===== src/design/mma_pkg.sv =====
// Shared types and constants for the multichannel moving average.
// Depends on nothing; every other file of the block but mma_window_ram uses it.
package mma_pkg;

    // Default sizing of the block.
    localparam int DEF_CHANNELS    = 4;
    localparam int DEF_WINDOW_LEN  = 8;
    localparam int DEF_SAMPLE_BITS = 12;

    // Fixed port widths.
    localparam int SAMPLE_W  = 12;
    localparam int CHANNEL_W = 2;
    localparam int AVERAGE_W = 12;

    // Sequencer states, one-hot.
    typedef enum logic [5:0] {
        ST_IDLE  = 6'b000001,
        ST_WRITE = 6'b000010,
        ST_SUM   = 6'b000100,
        ST_LAST  = 6'b001000,
        ST_DIV   = 6'b010000,
        ST_OUT   = 6'b100000
    } t_state;

    // Operation select for the shared accumulate/divide unit.
    typedef struct packed {
        logic clr;
        logic add;
        logic div_step;
    } t_dp_ctl;

endpackage


===== src/design/mma_window_ram.sv =====
// Sample window storage: one write port and one registered read port.
// Depends on nothing.
module mma_window_ram #(
    parameter int DATA_W = 12,
    parameter int ADDR_W = 5
) (
    input  logic              i_clk,
    input  logic              i_we,
    input  logic [ADDR_W-1:0] i_waddr,
    input  logic [DATA_W-1:0] i_wdata,
    input  logic [ADDR_W-1:0] i_raddr,
    output logic [DATA_W-1:0] o_rdata
);

    logic [DATA_W-1:0] r_mem [2**ADDR_W];
    logic [DATA_W-1:0] r_rdata;

    always_ff @(posedge i_clk) begin
        if (i_we) begin
            r_mem[i_waddr] <= i_wdata;
        end
    end

    always_ff @(posedge i_clk) begin
        r_rdata <= r_mem[i_raddr];
    end

    assign o_rdata = r_rdata;

endmodule


===== src/design/mma_accum_div.sv =====
// Shared arithmetic unit: accumulates a window and then divides the sum
// by the window length with one reciprocal multiplication. Uses mma_pkg.
module mma_accum_div #(
    parameter int WINDOW_LEN  = mma_pkg::DEF_WINDOW_LEN,
    parameter int SAMPLE_BITS = mma_pkg::DEF_SAMPLE_BITS
) (
    input  logic                   i_clk,
    input  mma_pkg::t_dp_ctl       i_ctl,
    input  logic [SAMPLE_BITS-1:0] i_rdata,
    output logic [SAMPLE_BITS-1:0] o_quotient
);
    import mma_pkg::*;

    localparam int SL_W   = $clog2(WINDOW_LEN);
    localparam int SUM_W  = SAMPLE_BITS + SL_W;
    localparam int RCP_W  = SUM_W + 1;
    localparam int PROD_W = SUM_W + RCP_W;
    localparam int SHIFT  = SUM_W + SL_W;

    // Rounded-up reciprocal of the window length. With SHIFT chosen as the
    // sum width plus the bits of the window length, the top bits of the
    // product give the exact truncated quotient for every possible sum.
    localparam longint unsigned RECIP =
        ((64'd1 << SHIFT) + 64'(WINDOW_LEN) - 64'd1) / 64'(WINDOW_LEN);

    logic [SUM_W-1:0]  r_acc, n_acc;
    logic [PROD_W-1:0] product;

    // The multiplier is SUM_W by RCP_W bits; the upper operand bits are zero.
    always_comb begin
        product = PROD_W'(r_acc) * PROD_W'(RECIP);
        n_acc   = r_acc;
        if (i_ctl.clr) begin
            n_acc = '0;
        end else if (i_ctl.add) begin
            n_acc = r_acc + SUM_W'(i_rdata);
        end else if (i_ctl.div_step) begin
            n_acc = SUM_W'(product >> SHIFT);
        end
    end

    always_ff @(posedge i_clk) begin
        r_acc <= n_acc;
    end

    assign o_quotient = r_acc[SAMPLE_BITS-1:0];

endmodule


===== src/design/mma_ctrl.sv =====
// Sequencer: stores each word, and at the end of a round walks every
// channel's window through the shared unit. Uses mma_pkg.
module mma_ctrl #(
    parameter int CHANNELS    = mma_pkg::DEF_CHANNELS,
    parameter int WINDOW_LEN  = mma_pkg::DEF_WINDOW_LEN,
    parameter int SAMPLE_BITS = mma_pkg::DEF_SAMPLE_BITS,
    parameter int CH_W        = 2,
    parameter int SL_W        = 3
) (
    input  logic                   i_clk,
    input  logic                   i_rst_n,
    input  logic                   i_valid,
    input  logic [SAMPLE_BITS-1:0] i_sample,
    output logic                   o_stall,
    output logic                   o_valid,
    input  logic                   i_stall,
    output logic [CH_W-1:0]        o_k,
    output logic                   o_last,
    output logic                   o_we,
    output logic [CH_W+SL_W-1:0]   o_waddr,
    output logic [SAMPLE_BITS-1:0] o_wdata,
    output logic [CH_W+SL_W-1:0]   o_raddr,
    output mma_pkg::t_dp_ctl       o_ctl
);
    import mma_pkg::*;

    t_state                 r_state, n_state;
    logic [CH_W-1:0]        r_ch, n_ch;
    logic [CH_W-1:0]        r_k, n_k;
    logic [SL_W-1:0]        r_slot, n_slot;
    logic [SL_W-1:0]        r_idx, n_idx;
    logic                   r_first, n_first;
    logic                   r_rdv, n_rdv;
    logic [SAMPLE_BITS-1:0] r_sample, n_sample;
    logic                   k_last;

    assign k_last = r_k == CH_W'(CHANNELS - 1);

    always_comb begin
        n_state  = r_state;
        n_ch     = r_ch;
        n_k      = r_k;
        n_slot   = r_slot;
        n_idx    = r_idx;
        n_first  = r_first;
        n_rdv    = r_rdv;
        n_sample = r_sample;
        o_ctl    = '0;
        o_we     = 1'b0;
        o_waddr  = {r_ch, (r_first ? r_idx : r_slot)};
        o_raddr  = {r_k, r_idx};
        case (r_state)
            ST_IDLE: begin
                if (i_valid) begin
                    n_sample = i_sample;
                    n_idx    = '0;
                    n_state  = ST_WRITE;
                end
            end
            ST_WRITE: begin
                o_we = 1'b1;
                if (r_first && r_idx != SL_W'(WINDOW_LEN - 1)) begin
                    n_idx = SL_W'(r_idx + 1'b1);
                end else if (r_ch == CH_W'(CHANNELS - 1)) begin
                    n_ch      = '0;
                    n_slot    = (r_slot == SL_W'(WINDOW_LEN - 1)) ? '0
                                                                  : SL_W'(r_slot + 1'b1);
                    n_first   = 1'b0;
                    n_k       = '0;
                    n_idx     = '0;
                    n_rdv     = 1'b0;
                    o_ctl.clr = 1'b1;
                    n_state   = ST_SUM;
                end else begin
                    n_ch    = CH_W'(r_ch + 1'b1);
                    n_state = ST_IDLE;
                end
            end
            ST_SUM: begin
                o_ctl.add = r_rdv;
                n_rdv     = 1'b1;
                n_idx     = SL_W'(r_idx + 1'b1);
                if (r_idx == SL_W'(WINDOW_LEN - 1)) begin
                    n_state = ST_LAST;
                end
            end
            ST_LAST: begin
                o_ctl.add = 1'b1;
                n_rdv     = 1'b0;
                n_state   = ST_DIV;
            end
            ST_DIV: begin
                o_ctl.div_step = 1'b1;
                n_state        = ST_OUT;
            end
            ST_OUT: begin
                if (!i_stall) begin
                    if (k_last) begin
                        n_state = ST_IDLE;
                    end else begin
                        n_k       = CH_W'(r_k + 1'b1);
                        n_idx     = '0;
                        o_ctl.clr = 1'b1;
                        n_state   = ST_SUM;
                    end
                end
            end
            default: begin
                n_state = ST_IDLE;
            end
        endcase
    end

    always_ff @(posedge i_clk) begin
        if (!i_rst_n) begin
            r_state <= ST_IDLE;
            r_ch    <= '0;
            r_k     <= '0;
            r_slot  <= '0;
            r_idx   <= '0;
            r_first <= 1'b1;
            r_rdv   <= 1'b0;
        end else begin
            r_state <= n_state;
            r_ch    <= n_ch;
            r_k     <= n_k;
            r_slot  <= n_slot;
            r_idx   <= n_idx;
            r_first <= n_first;
            r_rdv   <= n_rdv;
        end
    end

    always_ff @(posedge i_clk) begin
        r_sample <= n_sample;
    end

    assign o_stall = r_state != ST_IDLE;
    assign o_valid = r_state == ST_OUT;
    assign o_k     = r_k;
    assign o_last  = k_last;
    assign o_wdata = r_sample;

endmodule


===== src/design/multichannel_moving_average.sv =====
// Top level of the round-robin multichannel boxcar moving average.
// Depends on mma_pkg, mma_window_ram, mma_accum_div and mma_ctrl.
//
//  Channel   Direction  Handshake           Payload
//  input     in         i_valid / o_stall   i_sample
//  result    out        o_valid / i_stall   o_channel, o_average, o_last
//
// A mid-round word costs the accept cycle and one RAM write.
// During the first round a word writes every slot of its channel's window.
// The word that closes a round then, per channel, sums the window through
// the single RAM read port, divides the sum by the window length with one
// reciprocal multiplication, and hands over the result word.
// Reset is synchronous and clears the sequencer; the window RAM is not
// cleared, since every entry is written before the first read. o_stall is
// high whenever the block is busy, and a stalled result simply holds.
module multichannel_moving_average #(
    parameter int CHANNELS    = mma_pkg::DEF_CHANNELS,
    parameter int WINDOW_LEN  = mma_pkg::DEF_WINDOW_LEN,
    parameter int SAMPLE_BITS = mma_pkg::DEF_SAMPLE_BITS
) (
    input  logic                           i_clk,
    input  logic                           i_rst_n,
    input  logic                           i_valid,
    input  logic [mma_pkg::SAMPLE_W-1:0]   i_sample,
    output logic                           o_stall,
    output logic                           o_valid,
    input  logic                           i_stall,
    output logic [mma_pkg::CHANNEL_W-1:0]  o_channel,
    output logic [mma_pkg::AVERAGE_W-1:0]  o_average,
    output logic                           o_last
);
    import mma_pkg::*;

    // A single channel still needs one address bit for the counters.
    localparam int CH_W   = (CHANNELS > 1) ? $clog2(CHANNELS) : 1;
    localparam int SL_W   = $clog2(WINDOW_LEN);
    localparam int ADDR_W = CH_W + SL_W;

    logic [SAMPLE_BITS-1:0] sample;
    logic [CH_W-1:0]        k;
    logic                   we;
    logic [ADDR_W-1:0]      waddr;
    logic [ADDR_W-1:0]      raddr;
    logic [SAMPLE_BITS-1:0] wdata;
    logic [SAMPLE_BITS-1:0] rdata;
    logic [SAMPLE_BITS-1:0] quotient;
    t_dp_ctl                dp_ctl;

    // Only the low SAMPLE_BITS bits of a converter word are meaningful;
    // narrower words are zero-extended.
    assign sample = SAMPLE_BITS'(i_sample);

    mma_ctrl #(
        .CHANNELS    (CHANNELS),
        .WINDOW_LEN  (WINDOW_LEN),
        .SAMPLE_BITS (SAMPLE_BITS),
        .CH_W        (CH_W),
        .SL_W        (SL_W)
    ) u_ctrl (
        .i_clk    (i_clk),
        .i_rst_n  (i_rst_n),
        .i_valid  (i_valid),
        .i_sample (sample),
        .o_stall  (o_stall),
        .o_valid  (o_valid),
        .i_stall  (i_stall),
        .o_k      (k),
        .o_last   (o_last),
        .o_we     (we),
        .o_waddr  (waddr),
        .o_wdata  (wdata),
        .o_raddr  (raddr),
        .o_ctl    (dp_ctl)
    );

    // Window storage is addressed as {channel, slot}.
    mma_window_ram #(
        .DATA_W (SAMPLE_BITS),
        .ADDR_W (ADDR_W)
    ) u_ram (
        .i_clk   (i_clk),
        .i_we    (we),
        .i_waddr (waddr),
        .i_wdata (wdata),
        .i_raddr (raddr),
        .o_rdata (rdata)
    );

    mma_accum_div #(
        .WINDOW_LEN  (WINDOW_LEN),
        .SAMPLE_BITS (SAMPLE_BITS)
    ) u_accum_div (
        .i_clk      (i_clk),
        .i_ctl      (dp_ctl),
        .i_rdata    (rdata),
        .o_quotient (quotient)
    );

    // The channel index and the mean are reported in fixed-width fields;
    // wider values are truncated and narrower ones zero-extended.
    assign o_channel = CHANNEL_W'(k);
    assign o_average = AVERAGE_W'(quotient);

    // The block never takes a new sample while a result word is offered.
    a_no_accept_while_out : assert property (
        @(posedge i_clk) disable iff (!i_rst_n)
        o_valid |-> o_stall
    ) else $error("input accepted while a result is pending");

    // Handing over the final result of a round returns the block to idle.
    a_last_frees_input : assert property (
        @(posedge i_clk) disable iff (!i_rst_n)
        (o_valid && !i_stall && o_last) |=> (!o_stall && !o_valid)
    ) else $error("block not idle after the last result of a round");

    // Every accepted sample occupies the block for at least its RAM write.
    a_accept_busies : assert property (
        @(posedge i_clk) disable iff (!i_rst_n)
        (i_valid && !o_stall) |=> (o_stall && !o_valid)
    ) else $error("accepted sample not followed by a write cycle");

    // A result that is not the last one is followed by summing, not output.
    a_next_channel_sums : assert property (
        @(posedge i_clk) disable iff (!i_rst_n)
        (o_valid && !i_stall && !o_last) |=> (!o_valid && o_stall)
    ) else $error("next channel result issued without summing its window");

endmodule

===== config.mk =====
export PLATFORM = sky130hd
export DESIGN_NAME = multichannel_moving_average
export DESIGN_NICKNAME = d
export VERILOG_FILES = /design/src/design/mma_pkg.sv /design/src/design/mma_window_ram.sv /design/src/design/mma_accum_div.sv /design/src/design/mma_ctrl.sv /design/src/design/multichannel_moving_average.sv
export SDC_FILE = /design/constraint.sdc
export NUM_CORES = 1
export LEC_CHECK = 0
export ABC_AREA = 0
export BUFFER_PORTS_ARGS = -buffer_cell sky130_fd_sc_hd__buf_4
export CORE_ASPECT_RATIO = 0.9
export CORE_MARGIN = 2
export CORE_UTILIZATION = 40
export CTS_BUF_LIST = sky130_fd_sc_hd__clkbuf_4 sky130_fd_sc_hd__clkbuf_8 sky130_fd_sc_hd__clkbuf_16
export DETAILED_ROUTE_END_ITERATION = 10
export SLEW_MARGIN = 20
export SYNTH_ARGS = -nofsm -noshare
export SYNTH_HDL_FRONTEND = slang
export SYNTH_HIERARCHICAL = 1
export SYNTH_SLANG_ARGS = --single-unit

===== constraint.sdc =====
create_clock -name i_clk -period 5.1 [get_ports i_clk]
set_input_delay 1.275 -clock i_clk [delete_from_list [all_inputs] [get_ports i_clk]]
set_output_delay 1.275 -clock i_clk [all_outputs]
set_load 0.01 [all_outputs]

==> impl_summary.txt, run 1 <==
----------------------------------------------------
[Worst hold path]
  Worst hold path class ... flip-flop to flip-flop
  Hold path cells ... 2

[Floorplan]
  Overall die area ... between 40,000 and 50,000 µm²
  Die extent in x ... ~230 µm
  Effective utilization at floorplan ... roughly 40%
  Std cell rows ... 74
  Core region area ... between 40,000 and 50,000 µm²
  I/O pin count ... 33
  Vertical die dimension ... 206 µm

[STA]
  Count of pins over their slew limit ... 0
  Portion of the clock cycle consumed by the worst path in the final layout ... around two thirds
  Max Fclk ... roughly 0.29 GHz
  Worst clock skew ... between 10 and 15 ps
  Max_slew headroom ... 26.9%
  Final setup violation count ... 0
  Final-layout setup total negative slack ... 0 ps
  Shortest period the worst path allows ... ~3500 ps
  Worst Tran Pin Value ... between 1000 and 1500 ps
  Final hold vios ... 0
  Setup repair after global routing missed its margin ... false

[Synth]
  Mean post-synth cell area ... ~16 µm²
  Yosys warnings ... 6
  Cell Area, Synth ... around 18,000 µm²
  Fraction of the yosys area taken by sequential cells ... between 70% and 80%
  Count of unique library cells instantiated by Yosys ... 62
  Synthesized netlist cell count ... between 1,000 and 1,500
  Number of enable flip-flop cells after synthesis ... just under 400
  Prevailing post-synth register cell ... sky130_fd_sc_hd__edfxtp_1
  Fraction of synthesis flops using an asynchronous set or reset pin ... 0%
  Synthesized net count ... 1,194
  #FFs+latches synth ... 441

[Clocking]
  CTS buffer count ... 46
  Hold bufs inserted after CTS ... 0
  Maximum clock insertion buffer count ... 3
  CTS Root Buffer Type ... sky130_fd_sc_hd__clkbuf_16
  Deepest level of the CTS H-tree ... 2
  Clock tree sinks ... 441
  Clock transition time at the flip-flop clock pins of the worst setup and hold paths ... about 60 ps
  Post-cts sizing count ... 0
  TritonCTS clock tree ... built
  Clock latency on the worst-skew pair ... approximately 560 ps
  Number of buffers inserted to repair setup after CTS ... 0

[Worst setup path]
  Number of buffers and inverters on the critical path ... 1
  Worst path top cell family by delay ... simple AND/OR/NAND/NOR gates
  Required time of the critical path ... 5270 ps
  Setup CP Type ... flip-flop to flip-flop
  Type of destination of the critical path ... flip-flop
  Ordered cell list for the critical path ... nor4_1 > nand2_1 > inv_1 > nand3_1 > nor2_1
  Critical path startpoint category ... flip-flop
  Max stage delay cell, worst path ... sky130_fd_sc_hd__nor2_1
  Critical Path AT ... about 3700 ps
  Critical path peak fanout ... 12
  Worst reg-to-reg path cell count ... 5
  Depth of the critical timing path with buffers and inverters included ... 5
  Biggest cell delay along the critical path ... approximately 1100 ps

[Layout]
  Layout cells sized above 1 ... roughly an eighth
  Fillers ... 4,010
  Core occupancy in the finished layout ... between 40 and 50%
  Post-synthesis to final-layout area growth ... 11.7%
  Antenna Diode Count ... 0
  Final Net Count ... 1,223

[Routing]
  Number of detailed-routing iterations run before antenna repair ... 5
  First DRT Iteration DRCs ... approximately 860
  Count of nets left with antenna violations after detail routing ... 0
  DR vias ... about 10,000
  Total Routed Length ... roughly 41,000 µm
  Per-cell routed wire length ... between 20 and 25 µm
  Count of unresolved DRC violations after routing ... 0
  Mean number of vias per cell ... 5.35

[Global routing]
  Met2 track demand over resource ... 26.4%
  Pin count of the biggest net entering global routing ... between 100 and 150
  Number of global-route vias before repair ... roughly 9,600
  Overflow left after global routing ... 0
  Number of antenna violations at the first check in global routing ... 0
  Tot GR Track Use ... about 17%
  GRT busiest layer ... met2
  First-pass GRT wire length ... 60,800 µm
  Routing usage on met1 ... between 20 and 30%
  Met3 GRT Util ... roughly 3.6%

[Power]
  Switching Share ... between 20% and 30%
  Internal power ... 0.00604 W
  Part of the power in combinational logic ... about 4.3%
  Max VDD drop ... between 0.3 and 0.4 mV
  Cell area power density ... about 370 nW/µm²
  Clock network fraction of total power ... a little over two fifths
  Static Leak ... about 6.4 nW
  Total power ... 0.00760 W
  Register share of total power ... 52.9%
  Net Switching ... approximately 0.0016 W

[Placed design]
  Hpwl dp ... ~25,000 µm
  Last weighted congestion value of the routability-driven placer ... about 0.8
  Number of buffers inserted by port buffering ... 32

[Outcome]
  Run status ... finished, final reports clean

[Job]
  Count of maximum capacitance violations ... 0

----------------------------------------------------
==> area by class of cell <==
type	instances	area, µm²	share of cell area [%]
clock buffers	58	1290	6.36
clock inverters	24	191	0.941
well taps	608	761	3.74
flip-flops and latches	441	12800	62.9
inverters	8	30.0	0.148
multi-input cells	638	4850	23.9
repair buffers	53	410	2.02
==> per-layer routing <==
layer	wire length [µm]	vias to the layer above
met3	2900	49
li1	-	4575
met2	18100	326
met4	617	0
met1	19400	4832
met5	0	-
==> metrics by stage <==
step                      hold WS, ps  area (µm²)  setup slack [ps]  instances
after floorplan                   466       18200              2340       1159
after global placement            487       18800              1710       1748
after detailed placement          494       18800              1600       1748
after CTS                         502       20300              1590       1830
after global routing              529       20300              1350       1830
final                             498       20300              1610       1830
==> power groups by stage <==
stage / Combinational [W] / Clock, W / Sequential (W)
global route: 0.000349 / 0.00347 / 0.00402
finish: 0.000325 / 0.00326 / 0.00402
detailed placement: 0.000325 / 0 / 0.00410
floorplan: 0.000184 / 0 / 0.00412
CTS: 0.000325 / 0.00333 / 0.00402
global placement: 0.000321 / 0 / 0.00409
==> Yosys cell counts (17+ instances only) <==
library cell               number  share of area [%]
sky130_fd_sc_hd__nand2_1       41               0.85
sky130_fd_sc_hd__a21oi_1       42                1.2
sky130_fd_sc_hd__buf_4         22               0.91
sky130_fd_sc_hd__a211oi_1      17               0.70
sky130_fd_sc_hd__a22o_1        24                1.2
sky130_fd_sc_hd__dfxtp_1       45                4.9
sky130_fd_sc_hd__a22oi_1       48                2.0
sky130_fd_sc_hd__nor2b_1       23               0.79
sky130_fd_sc_hd__ha_1          18                1.2
sky130_fd_sc_hd__nand3_1       33               0.91
sky130_fd_sc_hd__clkbuf_1      17               0.35
sky130_fd_sc_hd__nor2_1        54                1.1
sky130_fd_sc_hd__edfxtp_1     396                 65
sky130_fd_sc_hd__mux2i_1      200                 11
==> worst paths after layout <==
kind | from | endpoint | slack [ps]
worst max-delay path | u_ctrl/r_state[5]$_SDFFE_PN0P_ | u_ram/r_mem[7][8]$_DFFE_PP_ | 1610
worst max register to register | u_ctrl/r_state[5]$_SDFFE_PN0P_ | u_ram/r_mem[7][8]$_DFFE_PP_ | 1610
worst min-delay path | u_ctrl/r_rdv$_SDFFE_PN0P_ | u_ctrl/r_rdv$_SDFFE_PN0P_ | 500
worst min register to register | u_ctrl/r_rdv$_SDFFE_PN0P_ | u_ctrl/r_rdv$_SDFFE_PN0P_ | 500
==> worst min-delay path: stages, from the launching register on <==
cell                      delay, ps
sky130_fd_sc_hd__dfxtp_1        320
sky130_fd_sc_hd__nand4_1         60
sky130_fd_sc_hd__o21ai_0         70
==> cell usage in the layout, fill, tap and decap left out, drive strengths merged, types with 16 or more instances in the layout <==
| master | Yosys | layout |
|---|---|---|
| edfxtp | 396 | 396 |
| mux2i | 200 | 200 |
| clkbuf | 17 | 58 |
| nor2 | 54 | 54 |
| buf | 54 | 53 |
| a22oi | 48 | 48 |
| dfxtp | 45 | 45 |
| a21oi | 43 | 43 |
| nand2 | 41 | 41 |
| nand3 | 33 | 33 |
| a22o | 24 | 24 |
| nor2b | 23 | 23 |
| ha | 18 | 18 |
| clkinv | 0 | 18 |
| a211oi | 17 | 17 |
| nor3 | 16 | 16 |
| nand4 | 16 | 16 |
| a31oi | 16 | 16 |
==> flip-flops by register name, indices dropped and copies added (netlist names) <==
signal and count:
u_ctrl/r_ch 2, u_ram/r_mem 384, u_ctrl/r_first 1, u_ctrl/o_k 2, u_accum_div/r_acc 15, u_ctrl/r_idx 3, u_ctrl/o_wdata 12, u_ctrl/r_rdv 1
u_ctrl/r_slot 3, u_ctrl/r_state 6, u_ram/o_rdata 12
==> kinds of logic (layout without fill, tap and decap cells) <==
| group | Yosys count | count (layout) | share of synthesized area (%) |
|---|---|---|---|
| buffers and inverters | 80 | 143 | 3.29 |
| flip-flops | 441 | 441 | 70.3 |
| AND/OR/NAND/NOR | 227 | 227 | 6.49 |
| XOR/XNOR | 8 | 8 | 0.385 |
| adder cells (fa/ha/maj) | 19 | 19 | 1.35 |
| multiplexers | 204 | 204 | 11.2 |
| AO/OA/AOI/OAI | 180 | 180 | 6.98 |
No activity file was read; power rests on OpenSTA's default activity.
==> inputs of run 2 (changes only) <==
- clock period: 5.1 -> 2.94 ns (I/O delays scaled with it)
==> run 2 against run 1 <==
Effect of this change: count of clock-buffer cells in the layout down 1; largest cell class unchanged; final area up 1.8%; highest routed layer unchanged; total power up 73%; critical path depth down 1; routed wire length down 3.1%; via count up 2.6%; sequential share of layout area down 1.1 points; register-to-register slack worse by 1200 ps; die area unchanged; setup slack worse by 1500 ps.
==> impl_summary.txt, run 2 (synthesized netlist as in run 1, its figures left out) <==
----------------------------------------------------
[Outcome]
  Run status ... finished, final reports clean (unchanged)

[Clocking]
  Deepest level of the CTS H-tree ... 2 (unchanged)
  Clock transition time at the flip-flop clock pins of the worst setup and hold paths ... 60 ps (about the same)
  TritonCTS clock tree ... built (unchanged)
  CTS buffer count ... 45 (was 46)
  CTS Root Buffer Type ... sky130_fd_sc_hd__clkbuf_16 (unchanged)
  Clock tree sinks ... 441 (unchanged)
  Hold bufs inserted after CTS ... 0 (unchanged)
  Clock latency on the worst-skew pair ... 570 ps (was 560 ps)
  Maximum clock insertion buffer count ... 3 (unchanged)

[Worst setup path]
  R2R setup slack ... 430 ps (was 1610 ps)
  Required time of the critical path ... 2200 ps (was 5270 ps)
  Worst reg-to-reg path cell count ... 7 (was 5)
  Type of destination of the critical path ... primary output (was flip-flop)
  Setup CP Type ... flip-flop to primary output (was flip-flop to flip-flop)
  Critical path startpoint category ... flip-flop (unchanged)
  Critical Path AT ... 2120 ps (was 3660 ps)
  Critical path peak fanout ... 6 (was 12)

[Global routing]
  Overflow left after global routing ... 0 (unchanged)
  GRT busiest layer ... met2 (unchanged)
  First-pass GRT wire length ... 59,500 µm (was 60,800 µm)
  Number of antenna violations at the first check in global routing ... 0 (unchanged)
  Met2 track demand over resource ... 26.3% (was 26.4%)
  Pin count of the biggest net entering global routing ... 66 (was 129)
  Met3 GRT Util ... 2.65% (was 3.61%)
  Number of global-route vias before repair ... 9,629 (was 9,576)
  Tot GR Track Use ... 16.8% (was 17.4%)
  Routing usage on met1 ... 24.2% (was 25.8%)

[Placed design]
  Last weighted congestion value of the routability-driven placer ... 0.797 (was 0.806)
  Number of buffers inserted by port buffering ... 32 (unchanged)
  Number of cells in the design after placement ... 1,791 (was 1,748)
  Hpwl dp ... 24,300 µm (was 25,100 µm)

[Floorplan]
  Overall die area ... 47,200 µm² (unchanged)
  Die extent in x ... 229 µm (unchanged)
  I/O pin count ... 33 (unchanged)
  Vertical die dimension ... 206 µm (unchanged)
  Core region area ... 45,200 µm² (unchanged)
  Std cell rows ... 74 (unchanged)
  Effective utilization at floorplan ... 40.3% (unchanged)

[STA]
  Final setup violation count ... 0 (unchanged)
  Setup repair after global routing missed its margin ... false (unchanged)
  Max Fclk ... approximately 0.35 GHz
  Portion of the clock cycle consumed by the worst path in the final layout ... approximately 97%
  Shortest period the worst path allows ... about 2900 ps
  Max_slew headroom ... 49.7% (was 26.9%)
  Final hold vios ... 0 (unchanged)
  Worst Tran Pin Value ... 755 ps (was 1090 ps)
  Worst clock skew ... 24.6 ps (was 11.9 ps)
  Final-layout setup total negative slack ... 0 ps (unchanged)
  Count of pins over their slew limit ... 0 (unchanged)

[Routing]
  First DRT Iteration DRCs ... 769 (was 858)
  Mean number of vias per cell ... 5.36 (was 5.35)
  Per-cell routed wire length ... 21.2 µm (was 22.4 µm)
  Total Routed Length ... 39,700 µm (was 41,000 µm)
  Count of unresolved DRC violations after routing ... 0 (unchanged)
  DR vias ... 10,036 (was 9,782)
  Count of nets left with antenna violations after detail routing ... 0 (unchanged)
  Number of detailed-routing iterations run before antenna repair ... 5 (unchanged)

[Layout]
  Highest-count cells in the layout ignoring fill and taps ... sky130_fd_sc_hd__edfxtp_1, sky130_fd_sc_hd__mux2i_1, sky130_fd_sc_hd__buf_4 (unchanged)
  Number of flip-flops in the largest register ... 384 (unchanged)
  Core occupancy in the finished layout ... 45.8% (was 45.0%)
  Post-synthesis to final-layout area growth ... 13.7% (was 11.7%)
  Antenna Diode Count ... 0 (unchanged)
  Fillers ... 4,010 (unchanged)
  Most common library cell in the layout ignoring fill and taps ... sky130_fd_sc_hd__edfxtp_1 (unchanged)
  Biggest registers after layout ... u_ram/r_mem (384), u_accum_div/r_acc (15) (unchanged)
  Layout cells sized above 1 ... 15.7% (was 12.8%)
  Final Net Count ... 1,266 (was 1,223)
  Cell Count, Final, Fillers Out ... 1,873 (was 1,830)
  Most flop-heavy register ... u_ram/r_mem (unchanged)

[Power]
  Static Leak ... 6.61 nW (was 6.36 nW)
  Cell area power density ... 634 nW/µm² (was 374 nW/µm²)
  Max VDD drop ... 0.512 mV (was 0.352 mV)

[Worst hold path]
  Worst hold path class ... input port to flip-flop (was flip-flop to flip-flop)
  Hold path cells ... 1 (was 2)

[Job]
  Count of maximum capacitance violations ... 0 (unchanged)

----------------------------------------------------
-- run 2: cell types whose count changed in the layout (fill, tap and decap cells not counted), moves of 2 or more --
cell                        previous run  this run
sky130_fd_sc_hd__clkinv_8              0         2
sky130_fd_sc_hd__nor2_2                4         1
sky130_fd_sc_hd__buf_12                1         6
sky130_fd_sc_hd__clkbuf_16            49        45
sky130_fd_sc_hd__clkbuf_8              0         2
sky130_fd_sc_hd__nor2_1               49        52
sky130_fd_sc_hd__buf_4                52        91
-- run 2: layer usage --
metal / share of wire, % / up-vias / wire [µm]
met1: 46 / 5019 / 18300
met3: 6.3 / 68 / 2500
met2: 45 / 281 / 18000
li1: - / 4668 / -
met5: 0 / - / 0
met4: 2.4 / 0 / 938
-- run 2: layout make-up --
cell class / count / area, µm² / area share (%)
clock buffer: 57 / 1230 / 5.94
tap: 608 / 761 / 3.67
timing repair buffer: 97 / 803 / 3.88
clock inverter: 24 / 236 / 1.14
sequential: 441 / 12800 / 61.8
inverter: 8 / 30.0 / 0.145
multi-input combinational: 638 / 4850 / 23.4
-- run 2: worst max-delay path: stages (launching register included) --
cell	delay, ps
sky130_fd_sc_hd__dfxtp_1	360
sky130_fd_sc_hd__or4_4	580
sky130_fd_sc_hd__or3b_4	420
sky130_fd_sc_hd__inv_2	90
sky130_fd_sc_hd__buf_4	120
-- run 2: stage by stage --
stage / setup slack [ps] / power, W / cell area, µm² / hold WS [ps]
floorplan: 182 / 0.00746 / 18200 / 466
detailed placement: 492 / 0.00765 / 19200 / 494
global placement: 524 / 0.00764 / 19200 / 494
global route: 9.44 / 0.0135 / 20700 / 318
finish: 89.3 / 0.0131 / 20700 / 341
CTS: 40.2 / 0.0133 / 20700 / 319
-- run 2: final timing paths --
kind,end,startpoint
worst max-delay path,o_valid,u_ctrl/r_state[0]$_SDFFE_PN1P_
worst min register to register,u_ctrl/r_rdv$_SDFFE_PN0P_,u_ctrl/r_rdv$_SDFFE_PN0P_
worst max register to register,u_accum_div/r_acc[11]$_SDFFE_PP0P_,u_ctrl/r_state[0]$_SDFFE_PN1P_
worst min-delay path,u_ctrl/o_wdata[9]$_DFFE_PP_,i_sample[9]
-- run 2: repair_timing --
item / CTS / global route
gates resized for setup: 1 / 0
setup buffers: 0 / 1
setup endpoints to repair: 1 / 1
pin swaps: 0 / 1
-- run 2: report_power, final --
group          leakage [nW]  switching, W  total (W)  internal, W
Clock                 0.729       0.00231    0.00562      0.00331
Combinational          1.95      0.000347   0.000535     0.000188
Sequential             3.93     0.0000494    0.00698      0.00693
==> inputs of run 3 (changes only) <==
- RECOVER_POWER: not set -> 50
==> run 3 against run 2 <==
Effect of this change: the run now ends with max-capacitance violations, max-slew violations left; maximum frequency is essentially flat; combinational power shrank 2%; critical path depth is the same; die area is the same; final area shrank 0.49%; critical path type unchanged; largest power group unchanged.
==> impl_summary.txt, run 3 (synthesized netlist as in run 1, its figures left out) <==
----------------------------------------------------
[Outcome]
  Run status ... finished with violations (was finished, final reports clean)
  Violated checks ... max-capacitance violations, max-slew violations

[Power]
  Static Leak ... 6.50 nW (was 6.61 nW)
  Total power ... 0.0131 W (about the same)
  Switching Share ... 20.6% (about the same)
  Max VDD drop ... 0.521 mV (was 0.512 mV)
  Internal power ... 0.0104 W (about the same)
  Register share of total power ... 53.2% (was 53.1%)
  Clock network fraction of total power ... 42.8% (about the same)
  Part of the power in combinational logic ... 4.0% (was 4.1%)
  Net Switching ... 0.00271 W (was 0.00270 W)
  Cell area power density ... 637 nW/µm² (was 634 nW/µm²)

[STA]
  Setup repair after global routing missed its margin ... false (unchanged)
  Worst Tran Pin Value ... 1890 ps (was 755 ps)
  Final-layout setup total negative slack ... 0 ps (unchanged)
  Worst clock skew ... 26.2 ps (was 24.6 ps)
  Worst hold-check slack ... 364 ps (was 341 ps)
  Setup WS post-layout ... 88.5 ps (was 89.3 ps)
  Final hold vios ... 0 (unchanged)
  Count of pins over their slew limit ... 226 (was 0)
  Shortest period the worst path allows ... 2850 ps (about the same)
  Portion of the clock cycle consumed by the worst path in the final layout ... 97.0% (about the same)
  Final setup violation count ... 0 (unchanged)
  Max Fclk ... 0.351 GHz (about the same)
  Max_slew headroom ... -26.3% (was 49.7%)

[Routing]
  Number of detailed-routing iterations run before antenna repair ... 5 (unchanged)
  Total Routed Length ... 39,800 µm (was 39,700 µm)
  Count of unresolved DRC violations after routing ... 0 (unchanged)
  DR vias ... 10,057 (was 10,036)
  Per-cell routed wire length ... 21.2 µm (about the same)
  Mean number of vias per cell ... 5.37 (was 5.36)
  First DRT Iteration DRCs ... 789 (was 769)
  Count of nets left with antenna violations after detail routing ... 0 (unchanged)

[Clocking]
  Clock tree sinks ... 441 (unchanged)
  Clock transition time at the flip-flop clock pins of the worst setup and hold paths ... 60 ps (about the same)
  CTS buffer count ... 45 (unchanged)
  Hold bufs inserted after CTS ... 0 (unchanged)
  Deepest level of the CTS H-tree ... 2 (unchanged)
  Maximum clock insertion buffer count ... 3 (unchanged)
  Clock latency on the worst-skew pair ... 570 ps (about the same)
  CTS Root Buffer Type ... sky130_fd_sc_hd__clkbuf_16 (unchanged)
  TritonCTS clock tree ... built (unchanged)

[Worst setup path]
  Setup CP Type ... flip-flop to primary output (unchanged)
  Worst reg-to-reg path cell count ... 6 (was 7)
  Critical path startpoint category ... flip-flop (unchanged)
  Type of destination of the critical path ... primary output (unchanged)
  Start of the worst register-to-register path ... u_ctrl/r_state[0]$_SDFFE_PN1P_ (unchanged)
  Critical Path AT ... 2120 ps (about the same)
  Required time of the critical path ... 2200 ps (about the same)
  R2R setup slack ... 290 ps (was 430 ps)
  Critical path peak fanout ... 6 (unchanged)
  Critical R2R Capture ... u_accum_div/r_acc[13]$_SDFFE_PP0P_ (was u_accum_div/r_acc[11]$_SDFFE_PP0P_)

[Global routing]
  Number of global-route vias before repair ... 9,629 (unchanged)
  Pin count of the biggest net entering global routing ... 66 (unchanged)
  Overflow left after global routing ... 0 (unchanged)
  First-pass GRT wire length ... 59,500 µm (unchanged)
  Number of antenna violations at the first check in global routing ... 0 (unchanged)
  Tot GR Track Use ... 16.8% (unchanged)

[Floorplan]
  Std cell rows ... 74 (unchanged)
  Overall die area ... 47,200 µm² (unchanged)
  Vertical die dimension ... 206 µm (unchanged)
  Die extent in x ... 229 µm (unchanged)
  Effective utilization at floorplan ... 40.3% (unchanged)
  Core region area ... 45,200 µm² (unchanged)
  I/O pin count ... 33 (unchanged)

[Worst hold path]
  Hold path cells ... 1 (unchanged)
  Worst hold path class ... input port to flip-flop (unchanged)
  Hold Path Origin ... i_sample[9] (unchanged)
  Hold worst-path end ... u_ctrl/o_wdata[9]$_DFFE_PP_ (unchanged)

[Layout]
  Antenna Diode Count ... 0 (unchanged)
  Highest-count cells in the layout ignoring fill and taps ... sky130_fd_sc_hd__edfxtp_1, sky130_fd_sc_hd__mux2i_1, sky130_fd_sc_hd__buf_4, sky130_fd_sc_hd__nor2_1, sky130_fd_sc_hd__a22oi_1 (was sky130_fd_sc_hd__edfxtp_1, sky130_fd_sc_hd__mux2i_1, sky130_fd_sc_hd__buf_4)
  Post-synthesis to final-layout area growth ... 13.2% (was 13.7%)
  Layout cells sized above 1 ... 13.5% (was 15.7%)
  Most common library cell in the layout ignoring fill and taps ... sky130_fd_sc_hd__edfxtp_1 (unchanged)
  Final Net Count ... 1,266 (unchanged)
  Number of flip-flops in the largest register ... 384 (unchanged)
  Most flop-heavy register ... u_ram/r_mem (unchanged)
  Biggest registers after layout ... u_ram/r_mem (384), u_accum_div/r_acc (15) (unchanged)
  Core occupancy in the finished layout ... 45.6% (was 45.8%)

[Placed design]
  Number of buffers inserted by port buffering ... 32 (unchanged)
  Placement-stage worst setup slack ... 492 ps (unchanged)
  Hpwl dp ... 24,300 µm (unchanged)
  Last weighted congestion value of the routability-driven placer ... 0.797 (unchanged)

[Job]
  Count of maximum capacitance violations ... 7 (was 0)

----------------------------------------------------
==> run 3: changes by cell type in the layout (fill, tap and decap cells not counted), sizes merged <==
| cell | change |
|---|---|
| clkbuf | +39 |
| buf | -39 |
==> run 3: worst max-delay path: stages (launching register included) <==
cell and delay (ps):
sky130_fd_sc_hd__dfxtp_1 360, sky130_fd_sc_hd__or4_4 580, sky130_fd_sc_hd__or3b_4 420, sky130_fd_sc_hd__inv_2 90, sky130_fd_sc_hd__buf_4 120
==> run 3: per-layer routing <==
layer  routed length [µm]  part of all wire (%)  vias up  global-route usage [%]
met5                    0                     0        -                       0
met4                  876                   2.2        0                    5.22
met3                 2230                   5.6       65                    2.65
met2                18000                    45      253                    26.3
met1                18600                    47     5071                    24.2
li1                     -                     -     4668                       -
==> run 3: final cells by class <==
class,count,area (µm²)
inverters,8,30.0
repair buffers,97,702
flip-flops and latches,441,12800
fillers,4031,24600
clock buffers,57,1230
multi-input cells,638,4850
well taps,608,761
clock inverters,24,236
==> run 3: power by group through the flow <==
stage / clock [W] / combinational [W] / sequential (W)
after global placement: 0 / 0.000531 / 0.00711
final: 0.00562 / 0.000522 / 0.00699
after CTS: 0.00574 / 0.000540 / 0.00698
after floorplan: 0 / 0.000318 / 0.00714
after global routing: 0.00598 / 0.000566 / 0.00699
after detailed placement: 0 / 0.000540 / 0.00711
==> run 3: through the flow <==
step	area, µm²	std cells
final	20600	1873
after detailed placement	19200	1791
after global routing	20600	1873
after global placement	19200	1791
after CTS	20700	1872
after floorplan	18200	1159
==> run 3: timing repair <==
item	in CTS	in global routing
pin swaps	0	1
setup buffers	0	1
gates cloned	0	0
setup endpoints to repair	1	1
resized for setup	1	0
==> run 3: worst max-delay path by stage <==
stage                              endpoint  slack [ps]  cells past startpoint                           start
3_3_place_gp   u_ram/r_mem[12][3]$_DFFE_PP_         520                      7  u_ctrl/r_state[5]$_SDFFE_PN0P_
5_1_grt                             o_valid           9                      4  u_ctrl/r_state[0]$_SDFFE_PN1P_
2_1_floorplan   u_ram/r_mem[0][0]$_DFFE_PP_         180                      6  u_ctrl/r_state[5]$_SDFFE_PN0P_
4_1_cts                             o_valid          40                      4  u_ctrl/r_state[0]$_SDFFE_PN1P_
3_5_place_dp   u_ram/r_mem[12][3]$_DFFE_PP_         490                      7  u_ctrl/r_state[5]$_SDFFE_PN0P_
6_report                            o_valid          90                      4  u_ctrl/r_state[0]$_SDFFE_PN1P_
